[src/sv/itp_pkg.sv]
// Shared types, constants and character helpers for the infix-to-postfix converter.
`default_nettype none
package itp_pkg;

    localparam int STACK_DEPTH = 32;
    localparam int CNT_W       = $clog2(STACK_DEPTH + 1);

    localparam logic [7:0] CH_NUL   = 8'h00;
    localparam logic [7:0] CH_OPEN  = 8'h28;
    localparam logic [7:0] CH_CLOSE = 8'h29;
    localparam logic [7:0] CH_MUL   = 8'h2A;
    localparam logic [7:0] CH_ADD   = 8'h2B;
    localparam logic [7:0] CH_SUB   = 8'h2D;
    localparam logic [7:0] CH_DIV   = 8'h2F;
    localparam logic [7:0] CH_ZERO  = 8'h30;
    localparam logic [7:0] CH_NINE  = 8'h39;

    localparam logic       KIND_CHAR  = 1'b0;
    localparam logic       KIND_FLUSH = 1'b1;

    localparam logic [1:0] PRI_LOW  = 2'd0;
    localparam logic [1:0] PRI_ADD  = 2'd1;
    localparam logic [1:0] PRI_MUL  = 2'd2;

    typedef enum logic {
        ST_IDLE,
        ST_WORK
    } state_t;

    // shift control shared by every stack cell
    typedef struct packed {
        logic push;
        logic pop;
    } shift_ctrl_t;

    function automatic logic [1:0] op_pri(input logic [7:0] ch);
        logic [1:0] p;
        case (ch) inside
            CH_MUL, CH_DIV: p = PRI_MUL;
            CH_ADD, CH_SUB: p = PRI_ADD;
            default:        p = PRI_LOW;
        endcase
        return p;
    endfunction

    function automatic logic is_digit(input logic [7:0] ch);
        return ch inside {[CH_ZERO:CH_NINE]};
    endfunction

endpackage
`default_nettype wire

[src/sv/itp_cell.sv]
// One entry of the shifting operator stack; cell 0 holds the top.
`default_nettype none
module itp_cell (
    input  wire logic                clk,
    input  wire itp_pkg::shift_ctrl_t ctrl,
    input  wire logic [7:0]          from_above,
    input  wire logic [7:0]          from_below,
    output logic [7:0]               data
);

    logic [7:0] data_reg;
    logic [7:0] data_next;

    always_comb
    begin
        if (ctrl.pop)
        begin
            data_next = from_below;
        end
        else if (ctrl.push)
        begin
            data_next = from_above;
        end
        else
        begin
            data_next = data_reg;
        end
    end

    always_ff @(posedge clk)
    begin
        data_reg <= data_next;
    end

    assign data = data_reg;

endmodule
`default_nettype wire

[src/sv/infix_to_postfix_converter.sv]
// Top level: sequencer, output register and the chain of stack cells.
//
//  channel  | handshake                  | payload
//  ---------+----------------------------+---------------------------------
//  item     | item_valid / item_ready    | kind, in_char
//  result   | result_valid / result_ready| out_char, last_of_run, expr_done
//
// An item is taken while idle, then each later step in the work state either
// emits one popped word or finishes the item.
// The stack is a row of shifting cells that all move together on a push or pop.
// Reset empties the stack count and the output valid flag; no clearing pass.
// A stalled result holds the sequencer; a new item may be taken while the
// last word of the previous one still waits.
`default_nettype none
module infix_to_postfix_converter (
    input  wire logic       clk,
    input  wire logic       rst_n,
    input  wire logic       item_valid,
    output logic            item_ready,
    input  wire logic       kind,
    input  wire logic [7:0] in_char,
    output logic            result_valid,
    input  wire logic       result_ready,
    output logic [7:0]      out_char,
    output logic            last_of_run,
    output logic            expr_done
);

    localparam int DEPTH = itp_pkg::STACK_DEPTH;
    localparam int CW    = itp_pkg::CNT_W;

    itp_pkg::state_t      state_reg, state_next;
    logic                 kind_reg;
    logic [7:0]           ch_reg;
    logic [CW-1:0]        count_reg, count_next;
    logic                 out_valid_reg, out_valid_next;
    logic [7:0]           out_char_reg, out_char_next;
    logic                 last_reg, last_next;
    logic                 done_reg, done_next;

    logic [7:0]           cell_data [DEPTH];
    itp_pkg::shift_ctrl_t ctrl;

    logic                 accept;
    logic                 out_free;
    logic                 cont_top, cont_nxt;
    logic                 empty, full, has_two;
    logic                 emit, finish, step_go;
    logic                 want_push, want_pop;
    logic [7:0]           emit_char;
    logic                 emit_last, emit_done;

    function automatic logic pop_cond(input logic k, input logic [7:0] c,
                                      input logic [7:0] x);
        logic r;
        if (k == itp_pkg::KIND_FLUSH)
        begin
            r = 1'b1;
        end
        else if (c == itp_pkg::CH_CLOSE)
        begin
            r = (x != itp_pkg::CH_OPEN);
        end
        else
        begin
            r = (x != itp_pkg::CH_OPEN) && (itp_pkg::op_pri(x) >= itp_pkg::op_pri(c));
        end
        return r;
    endfunction

    assign item_ready = (state_reg == itp_pkg::ST_IDLE);
    assign accept     = item_valid && item_ready;
    assign out_free   = !out_valid_reg || result_ready;

    assign empty    = (count_reg == '0);
    assign full     = (count_reg == CW'(DEPTH));
    assign has_two  = (count_reg > CW'(1));
    assign cont_top = !empty && pop_cond(kind_reg, ch_reg, cell_data[0]);
    assign cont_nxt = has_two && pop_cond(kind_reg, ch_reg, cell_data[1]);

    // one step of the current item
    always_comb
    begin
        emit      = 1'b0;
        finish    = 1'b0;
        want_push = 1'b0;
        want_pop  = 1'b0;
        emit_char = cell_data[0];
        emit_last = 1'b0;
        emit_done = 1'b0;
        if (state_reg == itp_pkg::ST_WORK)
        begin
            if (kind_reg == itp_pkg::KIND_FLUSH)
            begin
                if (cont_top)
                begin
                    emit     = 1'b1;
                    want_pop = 1'b1;
                end
                else
                begin
                    emit      = 1'b1;
                    emit_char = itp_pkg::CH_NUL;
                    emit_last = 1'b1;
                    emit_done = 1'b1;
                    finish    = 1'b1;
                end
            end
            else if (itp_pkg::is_digit(ch_reg))
            begin
                emit      = 1'b1;
                emit_char = ch_reg;
                emit_last = 1'b1;
                finish    = 1'b1;
            end
            else if (ch_reg == itp_pkg::CH_OPEN)
            begin
                want_push = !full;
                finish    = 1'b1;
            end
            else if (cont_top)
            begin
                emit      = 1'b1;
                want_pop  = 1'b1;
                emit_last = !cont_nxt;
            end
            else if (ch_reg == itp_pkg::CH_CLOSE)
            begin
                want_pop = !empty;
                finish   = 1'b1;
            end
            else
            begin
                want_push = !full;
                finish    = 1'b1;
            end
        end
    end

    assign step_go = !emit || out_free;
    assign ctrl    = '{push: want_push && step_go, pop: want_pop && step_go};

    always_comb
    begin
        state_next = state_reg;
        case (state_reg)
            itp_pkg::ST_IDLE:
            begin
                if (accept)
                begin
                    state_next = itp_pkg::ST_WORK;
                end
            end
            itp_pkg::ST_WORK:
            begin
                if (finish && step_go)
                begin
                    state_next = itp_pkg::ST_IDLE;
                end
            end
            default:
            begin
                state_next = itp_pkg::ST_IDLE;
            end
        endcase
    end

    always_comb
    begin
        count_next = count_reg;
        if (ctrl.pop)
        begin
            count_next = count_reg - CW'(1);
        end
        else if (ctrl.push)
        begin
            count_next = count_reg + CW'(1);
        end
    end

    always_comb
    begin
        out_valid_next = out_valid_reg;
        out_char_next  = out_char_reg;
        last_next      = last_reg;
        done_next      = done_reg;
        if (result_ready)
        begin
            out_valid_next = 1'b0;
        end
        if (emit && out_free)
        begin
            out_valid_next = 1'b1;
            out_char_next  = emit_char;
            last_next      = emit_last;
            done_next      = emit_done;
        end
    end

    always_ff @(posedge clk or negedge rst_n)
    begin
        if (!rst_n)
        begin
            state_reg     <= itp_pkg::ST_IDLE;
            count_reg     <= '0;
            out_valid_reg <= 1'b0;
        end
        else
        begin
            state_reg     <= state_next;
            count_reg     <= count_next;
            out_valid_reg <= out_valid_next;
        end
    end

    always_ff @(posedge clk)
    begin
        if (accept)
        begin
            kind_reg <= kind;
            ch_reg   <= in_char;
        end
        out_char_reg <= out_char_next;
        last_reg     <= last_next;
        done_reg     <= done_next;
    end

    for (genvar i = 0; i < DEPTH; i++)
    begin : g_cell
        logic [7:0] above;
        logic [7:0] below;
        if (i == 0)
        begin : g_top
            assign above = ch_reg;
        end
        else
        begin : g_mid
            assign above = cell_data[i-1];
        end
        if (i == DEPTH - 1)
        begin : g_bot
            assign below = itp_pkg::CH_NUL;
        end
        else
        begin : g_up
            assign below = cell_data[i+1];
        end
        itp_cell u_cell (
            .clk        (clk),
            .ctrl       (ctrl),
            .from_above (above),
            .from_below (below),
            .data       (cell_data[i])
        );
    end

    assign result_valid = out_valid_reg;
    assign out_char     = out_char_reg;
    assign last_of_run  = last_reg;
    assign expr_done    = done_reg;

`ifndef SYNTHESIS
    a_count_bound: assert property (@(posedge clk) disable iff (!rst_n)
        count_reg <= CW'(DEPTH))
        else $error("stack count beyond depth");

    a_no_push_pop: assert property (@(posedge clk) disable iff (!rst_n)
        !(ctrl.push && ctrl.pop))
        else $error("push and pop in one cycle");

    a_pop_nonempty: assert property (@(posedge clk) disable iff (!rst_n)
        ctrl.pop |-> count_reg != '0)
        else $error("pop from empty stack");

    a_term_word: assert property (@(posedge clk) disable iff (!rst_n)
        (result_valid && expr_done) |-> (last_of_run && out_char == itp_pkg::CH_NUL))
        else $error("terminator word malformed");

    a_emit_held: assert property (@(posedge clk) disable iff (!rst_n)
        (state_reg == itp_pkg::ST_WORK && emit && !out_free)
        |=> state_reg == itp_pkg::ST_WORK)
        else $error("sequencer moved on under a stalled word");
`endif

endmodule
`default_nettype wire
[config.mk]
export PLATFORM = sky130hd
export DESIGN_NAME = infix_to_postfix_converter
export DESIGN_NICKNAME = d
export VERILOG_FILES = /design/src/sv/itp_pkg.sv /design/src/sv/itp_cell.sv /design/src/sv/infix_to_postfix_converter.sv
export SDC_FILE = /design/constraint.sdc
export NUM_CORES = 1
export LEC_CHECK = 0
export BUFFER_PORTS_ARGS = -buffer_cell sky130_fd_sc_hd__buf_4
export CAP_MARGIN = 25
export CORE_MARGIN = 1
export CORE_UTILIZATION = 24
export DETAILED_ROUTE_END_ITERATION = 8
export HOLD_SLACK_MARGIN = 0.05
export SYNTH_ARGS = -nofsm -noshare
export SYNTH_HDL_FRONTEND = slang
export SYNTH_SLANG_ARGS = --single-unit
export TNS_END_PERCENT = 1
[constraint.sdc]
create_clock -name clk -period 26.8 [get_ports clk]
set_input_delay 5.36 -clock clk [delete_from_list [all_inputs] [get_ports clk]]
set_output_delay 5.36 -clock clk [all_outputs]
set_load 0.03 [all_outputs]
== Word level (Yosys, flattened, before mapping) ==
Index checks and enable logic that the tools add are counted.
Cells by class
  add/sub/neg operators: 2
  $mul: 0
  divide/modulo/power cells: 0
  magnitude comparators: 5
  eq/ne operators: 17
  shift-type cells: 0
  muxes and demuxes: 115
  bitwise gates (word level): 1
  reductions and logical operators: 27
Operators by type and width (number)
  8-bit two-way mux: 66
  8-bit by 6-bit equality test with 1-bit output (second input constant): 14
  1-bit two-way mux: 37
  2-bit two-way mux: 9
  8-bit by 6-bit != test with 1-bit output (second input constant): 2
  6-bit two-way mux: 2
  2-bit OR reduction: 6
  1-bit logical AND: 10
  8-bit by 6-bit greater-or-equal comparator with 1-bit output (second input constant): 1
  8-bit by 6-bit less-or-equal comparator with 1-bit output (second input constant): 1
  6-bit by 1-bit adder with 6-bit output (second input constant): 1
  6-bit equality test (second input constant): 1
  6-bit by 1-bit greater-than comparator with 1-bit output (second input constant): 1
  6-bit logical NOT: 1
  6-bit by 1-bit subtractor with 6-bit output (second input constant): 1
  1-bit logical NOT: 5
  2-bit greater-or-equal comparator: 2
  2-bit nonzero test: 2
  1-bit logical OR: 2
  1-bit one-hot mux with 2 select lines: 1
  2-bit AND reduction: 1
  1-bit inverter: 1
Word-level totals
  register bits after elaboration: 283
  bits in latches: 0
  RAM bits: 0
  memory bits (read-only): 0
  bits of input ports: 13
  output and inout port bits: 12
  word-level logic and storage cells: 207
  memories kept: 0

== Logic depth before layout (Yosys ltp) ==
Gate-level depths: netlist of run 1.
  depth after elaboration: 21
  depth in mapped cells: 12
  gate-level depth less buffers: 10

== By module ==
From an unflattened synthesis of run 1, not the netlist that was laid out.
Second synthesis, totals
  cell total of the unflattened synthesis: 729
  area, all modules: 13735.7 µm²
Modules (own cells, without submodules)
  itp_cell: times used 32, cells each 18, area each 377.9 µm², seq. area each 240.2 µm²
  infix_to_postfix_converter: times used 1, cells each 153, area each 1644.1 µm², seq. area each 770.7 µm²

== Least setup slack after synthesis of run 1 ==
OpenSTA, ideal clock, no wires.
  path type: input port to flip-flop
  start: input port result_ready
  end: register g_cell[0].u_cell.data_reg[0] (enable)
  setup time: 1.205 ns
  arrival time: 23.173 ns
  required time: 25.595 ns
  slack: 2.422 ns
  stages on the path: 5
  path buffers: 0
  path through: nor2b_1 > nand2_1 > a311oi_1 > a21o_4 > o21ai_0
Between the ends
  longest elaborated chain between the ends: 4
  elaborated cells on any way between the ends: 5
  classes of those cells: reduce/logical (5)
RTL lines
  from (decl): line infix_to_postfix_converter.sv:23  | input wire logic result_ready,
  1-bit logical OR *: line infix_to_postfix_converter.sv:73  | assign out_free = !out_valid_reg || result_ready;
  1-bit logical OR *: line infix_to_postfix_converter.sv:140  | assign step_go = !emit || out_free;
  1-bit logical AND: line infix_to_postfix_converter.sv:141  | assign ctrl = '{push: want_push && step_go, pop: want_pop && step_go};
  2-bit nonzero test (no line) *
  to (signal assigned): line itp_cell.sv:32  | data_reg <= data_next;
  to (decl): line itp_cell.sv:11  | logic [7:0] data_reg;
Every way passes the cells marked *; elsewhere a longest branch is shown, timed or not.
A chain may end at the register's enable or synchronous reset.

== Worst setup path in the final report of run 1 ==
  start: input port result_ready
  end: register g_cell[21].u_cell.data_reg[4], data pin
Between the ends
  longest elaborated chain between the ends: 4
RTL lines
  1-bit logical OR: line infix_to_postfix_converter.sv:73
  1-bit logical OR: line infix_to_postfix_converter.sv:140
  1-bit logical AND: line infix_to_postfix_converter.sv:141
  8-bit two-way mux: line itp_cell.sv:16  | if (ctrl.pop)
  named net g_cell[21].u_cell.data_next[4]: line itp_cell.sv:12  | logic [7:0] data_next;
  to (signal assigned): line itp_cell.sv:32
  to (decl): line itp_cell.sv:11
The timed path passes the listed nets, and every way through them passes these cells.

==> results by group, run 1 <==
Drt
  • 1st-pass router iterations: 6
  • DRC Markers: 0
  • Iteration-0 DRC Markers: 491
  • Vias/cell: 3.94
  • Drt wl/cell: 13.4 microns
  • Post-route ant nets: 0
  • Vias: 5983
  • Routed WL: 20300 microns

Synthesis
  • Post-synth top cells: 267 x edfxtp_1, 208 x mux2_4, 30 x mux2_2
  • Synthesized Nets: 733
  • Post-synth top area cell: edfxtp_1
  • Synth top area cells: edfxtp_1 60%, mux2_4 23%, mux2_2 2.5%, buf_8 2.5%, dfrtp_1 1.5%
  • Main synth FF type: edfxtp_1
  • Syn_area_per_cell: 18.7 sq um
  • Synth unique cells: 56
  • Most frequent cell after synthesis: edfxtp_1
  • Ys Warns: 0
  • Number of flops mapped to enable cells by yosys: 267
  • Fraction of registers with async set/reset: 0.0283
  • Synth top area share: 0.602
  • Synth Register Bits: 283
  • Post-Synthesis Cell Area: 13300 sq um
  • Mapped Cells: 712
  • Sequential area share after synthesis: 0.629

Global routing
  • Busiest layer in global routing: met1
  • Number of global-route vias before repair: 6157
  • Initial antenna violation count: 0
  • Met3 Resource Use GR: 0.0161
  • Gr ovfl total: 0
  • M2 GR Usage: 0.103
  • Global Route met1 Usage: 0.106
  • Total Routing Usage GR: 0.0721
  • Pin count of the biggest net entering global routing: 131
  • First-pass GRT wire length: 33600 microns

Placement
  • GPL Wtd Cong: 0.762
  • Port Buffers: 24
  • DP HPWL: 11700 microns

Clock tree
  • Hold Buf Count CTS: 0
  • PostCTS Resize Cnt: 0
  • CTS root buffer: clkbuf_16
  • Clock Tree Buf Depth: 3
  • Post-CTS Setup Inserts: 0
  • Clock Latency Late Sink: 0.54 ns
  • H-Tree Depth: 1
  • Cts bufs inserted: 31
  • TritonCTS clock tree: built
  • Clock sinks: 283
  • Clock slew at reported path FFs: 0.06 ns

Critical path
  • Crit path max fanout: 130
  • Worst EP required: 27.08 ns
  • Reg2Reg Depth: 12
  • Crit path largest cell delay: 0.76 ns
  • Worst Setup Path Type: in -> reg
  • Top cell by count, worst path: buf_4
  • Critical Path Sink Type: flop
  • CP max-delay cell: buf_12
  • Startpoint Class: input port
  • CP startpoint: result_ready
  • Crit-path leading delay family: buffers and inverters
  • R2R setup slack: 22.12 ns
  • Worst R2R End: g_cell[21].u_cell.data[4]$_DFFE_PP_
  • Worst Path Buf+Inv: 3
  • WP data arrival: 8.04 ns
  • Crit-path cells: buf_4 > nor2b_1 > nand2_1 > a311oi_1 > a21o_4 > nor2_4 > buf_4 > buf_12 > mux2_1
  • RR Startpoint: ch_reg[7]$_DFFE_PP_

STA
  • Worst Tran Pin Value: 0.945 ns
  • Final hold violation count: 0
  • Setup TNS: 0 ns
  • Max Fclk: 129 MHz
  • Slew Viols, Final: 0
  • Final period util: 0.289
  • Min Tclk post-route: 7.76 ns
  • Clock skew: 0.0112 ns
  • Slew headroom: 0.370
  • Final setup vio count: 0
  • WHS: 0.455 ns
  • RSZ-0062 raised after global routing: no

Layout
  • Storage cell area: 8380 sq um
  • # diodes: 0
  • Area grow syn2layout: 14.2%
  • Multi-input gate area: 4540 sq um
  • Layout cells sized above 1: 0.425
  • Number of nets in the layout: 769
  • Max reg flops: 256
  • Fillers: 5450

Power and ir drop
  • Max VDD drop: 0.0000463 V
  • Static Leak: 5.57 nW
  • Power per cell area: 77.7 nW/um^2

Die
  • Ports: 25
  • Core area: 55000 sq um
  • Starting density of the core: 0.242
  • FP Rows: 86
  • Die width: 238 microns
  • Die ar.: 56500 sq um
  • Die height: 238 microns

Min path
  • Min-Delay Path Class: reg -> reg
  • Hold Path End: g_cell[31].u_cell.data[5]$_SDFFE_PP0P_
  • Hold path start: g_cell[31].u_cell.data[5]$_SDFFE_PP0P_
  • WHS Path Cells: 2

Run
  • Max-Cap Viols: 0

Status
  • Status: completed
==> metrics by stage <==
| stage | utilization | total power (W) | worst slack, ns | cell area [sq um] | instances |
|---|---|---|---|---|---|
| final | 0.277 | 0.00118 | 19.04 | 15200 | 1518 |
| after floorplan | - | 0.000785 | 2.42 | 13300 | 712 |
| after CTS | 0.275 | 0.00120 | 18.97 | 15100 | 1515 |
| after global placement | 0.257 | 0.000784 | 18.26 | 14100 | 1458 |
| after detailed placement | 0.258 | 0.000790 | 18.37 | 14200 | 1460 |
| after global routing | 0.277 | 0.00123 | 18.95 | 15200 | 1518 |
==> cell usage in the layout (no fill, tap or decap), types with 12 or more instances in the layout <==
master     Yosys  routed
a21oi_1       16      16
mux2_4       208     208
buf_4          0      29
clkbuf_1       2      12
clkbuf_16      0      31
nand3_1       12      12
edfxtp_1     267     267
nand2_1       21      21
mux2_2        30      30
==> layer usage <==
metal	routed length, microns	vias up
met2	8890	77
met3	703	35
li1	-	2853
met4	523	0
met1	10200	3018
met5	0	-
==> logic make-up after synthesis <==
kind of cell    after synthesis  synth area share
simple gates                 78            0.0328
mux                         247             0.267
fa+ha+maj                     8           0.00751
flops                       283             0.629
buf+inv                      39            0.0313
xor+xnor                      8           0.00526
compound gates               49            0.0273
==> area by class of cell <==
cell class                 count  area share
sequential                   283       0.551
tap                          748      0.0615
clock inverter                 6     0.00354
timing repair buffer          35      0.0247
multi-input combinational    390       0.299
clock buffer                  49      0.0594
inverter                       7     0.00173
==> where the power goes <==
part / total (W) / leakage, nW / switching, W / internal (W)
clock network: 0.000398 / 0.471 / 0.000161 / 0.000238
registers: 0.000602 / 2.71 / 0.0000375 / 0.000565
logic: 0.000182 / 2.39 / 0.0000727 / 0.000109
total: 0.00118 / 5.57 / 0.000271 / 0.000911
==> worst reg2reg max path: cells and delay by family, from the launching register on <==
kind | cells | cell delay (ns)
simple gates | 5 | 1.12
buf+inv | 2 | 1.49
fa+ha+maj | 1 | 0.23
mux | 1 | 0.50
flops | 1 | 0.42
compound gates | 3 | 0.68
==> worst max path at each step <==
stage	endpoint	cells past startpoint
global placement	g_cell[22].u_cell.data[1]$_DFFE_PP_	9
finish	g_cell[21].u_cell.data[4]$_DFFE_PP_	9
detailed placement	g_cell[24].u_cell.data[3]$_DFFE_PP_	8
floorplan	g_cell[0].u_cell.data[0]$_DFFE_PP_	5
CTS	g_cell[26].u_cell.data[3]$_DFFE_PP_	8
global route	g_cell[21].u_cell.data[4]$_DFFE_PP_	9
(Power assumes the default switching activity.)
==> inputs of run 2 (changes only) <==
Settings changed: ABC_AREA from default to 1.
Clock period 26.8 ns to 8.15 ns, I/O delays scaled along.
==> run 2 against run 1 <==
Clock power grew to 3.6 times the previous value. Largest power group unchanged. Register-to-register slack worse by 19 ns. Sequential power grew to 5.0 times the previous value. Via count is 33% higher. Global-route usage is 1.1 points higher. Total power grew to 5.0 times the previous value. Combinational power grew to 8.4 times the previous value. Clock-buffer cell count is 5 lower. Flip-flop and latch count stayed put. Critical path depth is 8 higher.
==> results by group, run 2 <==
Global routing
  • Number of global-route vias before repair: 7742 (+26%)
  • Pin count of the biggest net entering global routing: 142 (+8.4%)
  • Total Routing Usage GR: 0.0831 (+0.0110)
  • Initial antenna violation count: 0 (unchanged)
  • First-pass GRT wire length: 37600 microns (+12%)
  • Gr ovfl total: 0 (unchanged)

Synthesis
  • Post-synth top area cell: edfxtp_1
  • Fraction of registers with async set/reset: 0.0283 (unchanged)
  • Main synth FF type: edfxtp_1
  • Synth Area in Compound Gates: 0.0922 (+0.0649)
  • Largest family of logic cells by synthesized area: simple AND/OR/NAND/NOR gates
  • Synthesized Nets: 1225 (+67%)
  • Most frequent cell after synthesis: nand2_1
  • Post-synth top cells: 428 x nand2_1, 267 x edfxtp_1, 133 x inv_1
  • Syn_area_per_cell: 10.5 sq um (-44%)
  • Fraction of synthesized area in multiplexers: 0 (-0.267)
  • Sequential area share after synthesis: 0.662 (+0.0337)
  • Mapped Cells: 1204 (+69%)
  • Post-Synthesis Cell Area: 12600 sq um (-5.1%)
  • Post-Synth Simple-Gate Area: 0.154 (+0.121)
  • Synth unique cells: 35 (-38%)
  • Post-Synth XOR/XNOR Area: 0.00554 (+0.000282)
  • Synth top area cells: edfxtp_1 63%, nand2_1 13%, o21ai_0 4.2%, inv_1 3.9%, o21ai_1 3.0%
  • Number of flops mapped to enable cells by yosys: 267 (unchanged)
  • Synth Register Bits: 283 (unchanged)
  • Synth top area share: 0.634 (+0.0323)
  • Adder-Cell Fraction of Synth Area: 0.00791 (+0.000403)
  • Ys Warns: 0 (unchanged)

Placement
  • DP HPWL: 12900 microns (+10%)
  • Port Buffers: 24 (unchanged)
  • GPL Wtd Cong: 0.868 (+14%)

Clock tree
  • Clock Latency Late Sink: 0.51 ns (-0.03 ns)
  • H-Tree Depth: 2 (+1)
  • Clock Tree Buf Depth: 3 (unchanged)
  • CTS root buffer: clkbuf_16
  • Clock sinks: 283 (unchanged)
  • Cts bufs inserted: 34 (+9.7%)
  • Post-CTS Setup Inserts: 0 (unchanged)
  • TritonCTS clock tree: built
  • Hold Buf Count CTS: 0 (unchanged)
  • Clock slew at reported path FFs: 0.06 ns (about the same)
  • PostCTS Resize Cnt: 0 (unchanged)

Die
  • Starting density of the core: 0.245 (+0.00220)
  • FP Rows: 83 (-3.5%)
  • Core area: 51700 sq um (-5.9%)
  • Die height: 232 microns (-2.6%)
  • Die ar.: 53600 sq um (-5.0%)
  • Ports: 25 (unchanged)
  • Die width: 232 microns (-2.6%)

STA
  • Final setup vio count: 0 (unchanged)
  • Final hold violation count: 0 (unchanged)
  • Setup TNS: 0 ns (unchanged)
  • Slew Viols, Final: 0 (unchanged)
  • Slew headroom: 0.336 (-0.0337)
  • Min Tclk post-route: 5.21 ns
  • Clock skew: 0.0180 ns (+0.00682 ns)
  • Max Fclk: 192 MHz
  • Final period util: 0.639
  • Worst Tran Pin Value: 0.996 ns (+0.0506 ns)
  • RSZ-0062 raised after global routing: no

Min path
  • Hold Path End: g_cell[31].u_cell.data[7]$_SDFFE_PP0P_
  • Hold path start: g_cell[30].u_cell.data[7]$_DFFE_PP_
  • Min-Delay Path Class: reg -> reg
  • WHS Path Cells: 2 (unchanged)

Power and ir drop
  • Max VDD drop: 0.000160 V (+250%)
  • Static Leak: 5.80 nW (+4.1%)
  • Power per cell area: 415 nW/um^2 (+430%)
  • Pwr Total: 0.00596 W (+400%)

Critical path
  • Crit path max fanout: 141 (+8.5%)
  • Worst EP required: 8.27 ns (-18.81 ns)
  • Worst Setup Path Type: reg -> reg
  • R2R setup slack: 2.94 ns (-19.18 ns)
  • RR Startpoint: ch_reg[2]$_DFFE_PP_
  • Startpoint Class: flop
  • Worst R2R End: g_cell[19].u_cell.data[5]$_DFFE_PP_
  • WP data arrival: 5.33 ns (-2.71 ns)
  • Critical Path Sink Type: flop
  • Reg2Reg Depth: 17 (+5)

Drt
  • Iteration-0 DRC Markers: 678 (+38%)
  • Vias: 7930 (+33%)
  • Post-route ant nets: 0 (unchanged)
  • Routed WL: 22000 microns (+8.5%)
  • DRC Markers: 0 (unchanged)
  • 1st-pass router iterations: 5 (-1)
  • Drt wl/cell: 11.5 microns (-14%)
  • Vias/cell: 4.15 (+5.2%)

Layout
  • Number of nets in the layout: 1232 (+60%)
  • Area grow syn2layout: 13.5%
  • Max reg flops: 256 (unchanged)
  • Commonest non-fill, non-tap cell in the layout: nand2_1
  • Commonest non-fill, non-tap cells in the layout: 427 x nand2_1, 267 x edfxtp_1, 133 x inv_1
  • Layout cells sized above 1: 0.0860 (-0.339)
  • # diodes: 0 (unchanged)

Status
  • Status: completed

Run
  • Max-Cap Viols: 0 (unchanged)
[run 2: changes by cell type after synthesis, moves of 10 or more]
| cell | before | now |
|---|---|---|
| mux2_4 | 208 | 0 |
| buf_8 | 22 | 1 |
| o21ai_2 | 1 | 14 |
| o21ai_1 | 1 | 76 |
| buf_6 | 2 | 22 |
| buf_2 | 6 | 17 |
| mux2_2 | 30 | 0 |
| inv_1 | 7 | 133 |
| nand2_1 | 21 | 428 |
| o21ai_0 | 4 | 107 |
| a21oi_1 | 16 | 6 |
[run 2: cell families after synthesis]
| group | count (synthesis) |
|---|---|
| adders and majority gates | 8 |
| and+or+nand+nor | 491 |
| xor gates and xnor gates | 8 |
| DFF | 283 |
| buffers and inverters | 198 |
| AOI/OAI and AO/OA | 216 |
[run 2: final cells by class]
class	instances	area, sq um
clock buffer	44	930
clock inverter	13	133
fill	5385	37400
inverter	138	523
multi-input combinational	723	3310
sequential	283	8380
tap	680	851
timing repair buffer	31	233
[run 2: worst max-delay path by stage]
stage	from	depth (start not counted)	to	slack [ns]
after floorplan	ch_reg[1]$_DFFE_PP_	18	g_cell[0].u_cell.data[0]$_DFFE_PP_	2.43
after global placement	ch_reg[1]$_DFFE_PP_	17	g_cell[22].u_cell.data[0]$_DFFE_PP_	3.04
after detailed placement	ch_reg[2]$_DFFE_PP_	17	g_cell[22].u_cell.data[0]$_DFFE_PP_	2.90
after CTS	ch_reg[2]$_DFFE_PP_	17	g_cell[19].u_cell.data[5]$_DFFE_PP_	2.88
after global routing	ch_reg[2]$_DFFE_PP_	17	g_cell[19].u_cell.data[5]$_DFFE_PP_	2.46
final	ch_reg[2]$_DFFE_PP_	17	g_cell[19].u_cell.data[5]$_DFFE_PP_	2.94
[run 2: layer usage]
layer | up-vias | part of all wire | track usage
met1 | 3703 | 0.49 | 0.117
li1 | 4038 | - | -
met4 | 0 | 0.019 | 0.0243
met2 | 153 | 0.44 | 0.125
met5 | - | 0 | 0
met3 | 36 | 0.051 | 0.0208
[run 2: worst max-delay path, stage by stage (launching register included)]
cell and delay [ns]:
edfxtp_1 0.40, inv_2 0.07, nand2_1 0.13, nand2_1 0.08, a2111oi_0 0.67, ha_1 0.37
nand2_1 0.07, inv_1 0.04, nor2_1 0.09, nand2_1 0.05, nand2_1 0.06, nand2_1 0.07
nand2_2 0.09, nand2_2 0.06, nand3_2 0.14, nand2_8 0.43, nand2_8 0.96, buf_4 0.85
[run 2: where the power goes]
group | total [W] | internal [W] | switching [W]
sequential | 0.00299 | 0.00266 | 0.000331
combinational | 0.00153 | 0.000468 | 0.00106
clock | 0.00144 | 0.000869 | 0.000568
total | 0.00596 | 0.00400 | 0.00196
[run 2: metrics by stage]
stage	util	setup slack [ns]	cells	hold slack, ns	instance area, sq um
after floorplan	-	2.43	1204	0.486	12700
after global placement	0.257	3.04	1855	0.502	13300
after detailed placement	0.257	2.90	1855	0.510	13300
after CTS	0.278	2.88	1912	0.520	14400
after global routing	0.278	2.46	1912	0.545	14400
final	0.278	2.94	1912	0.516	14400
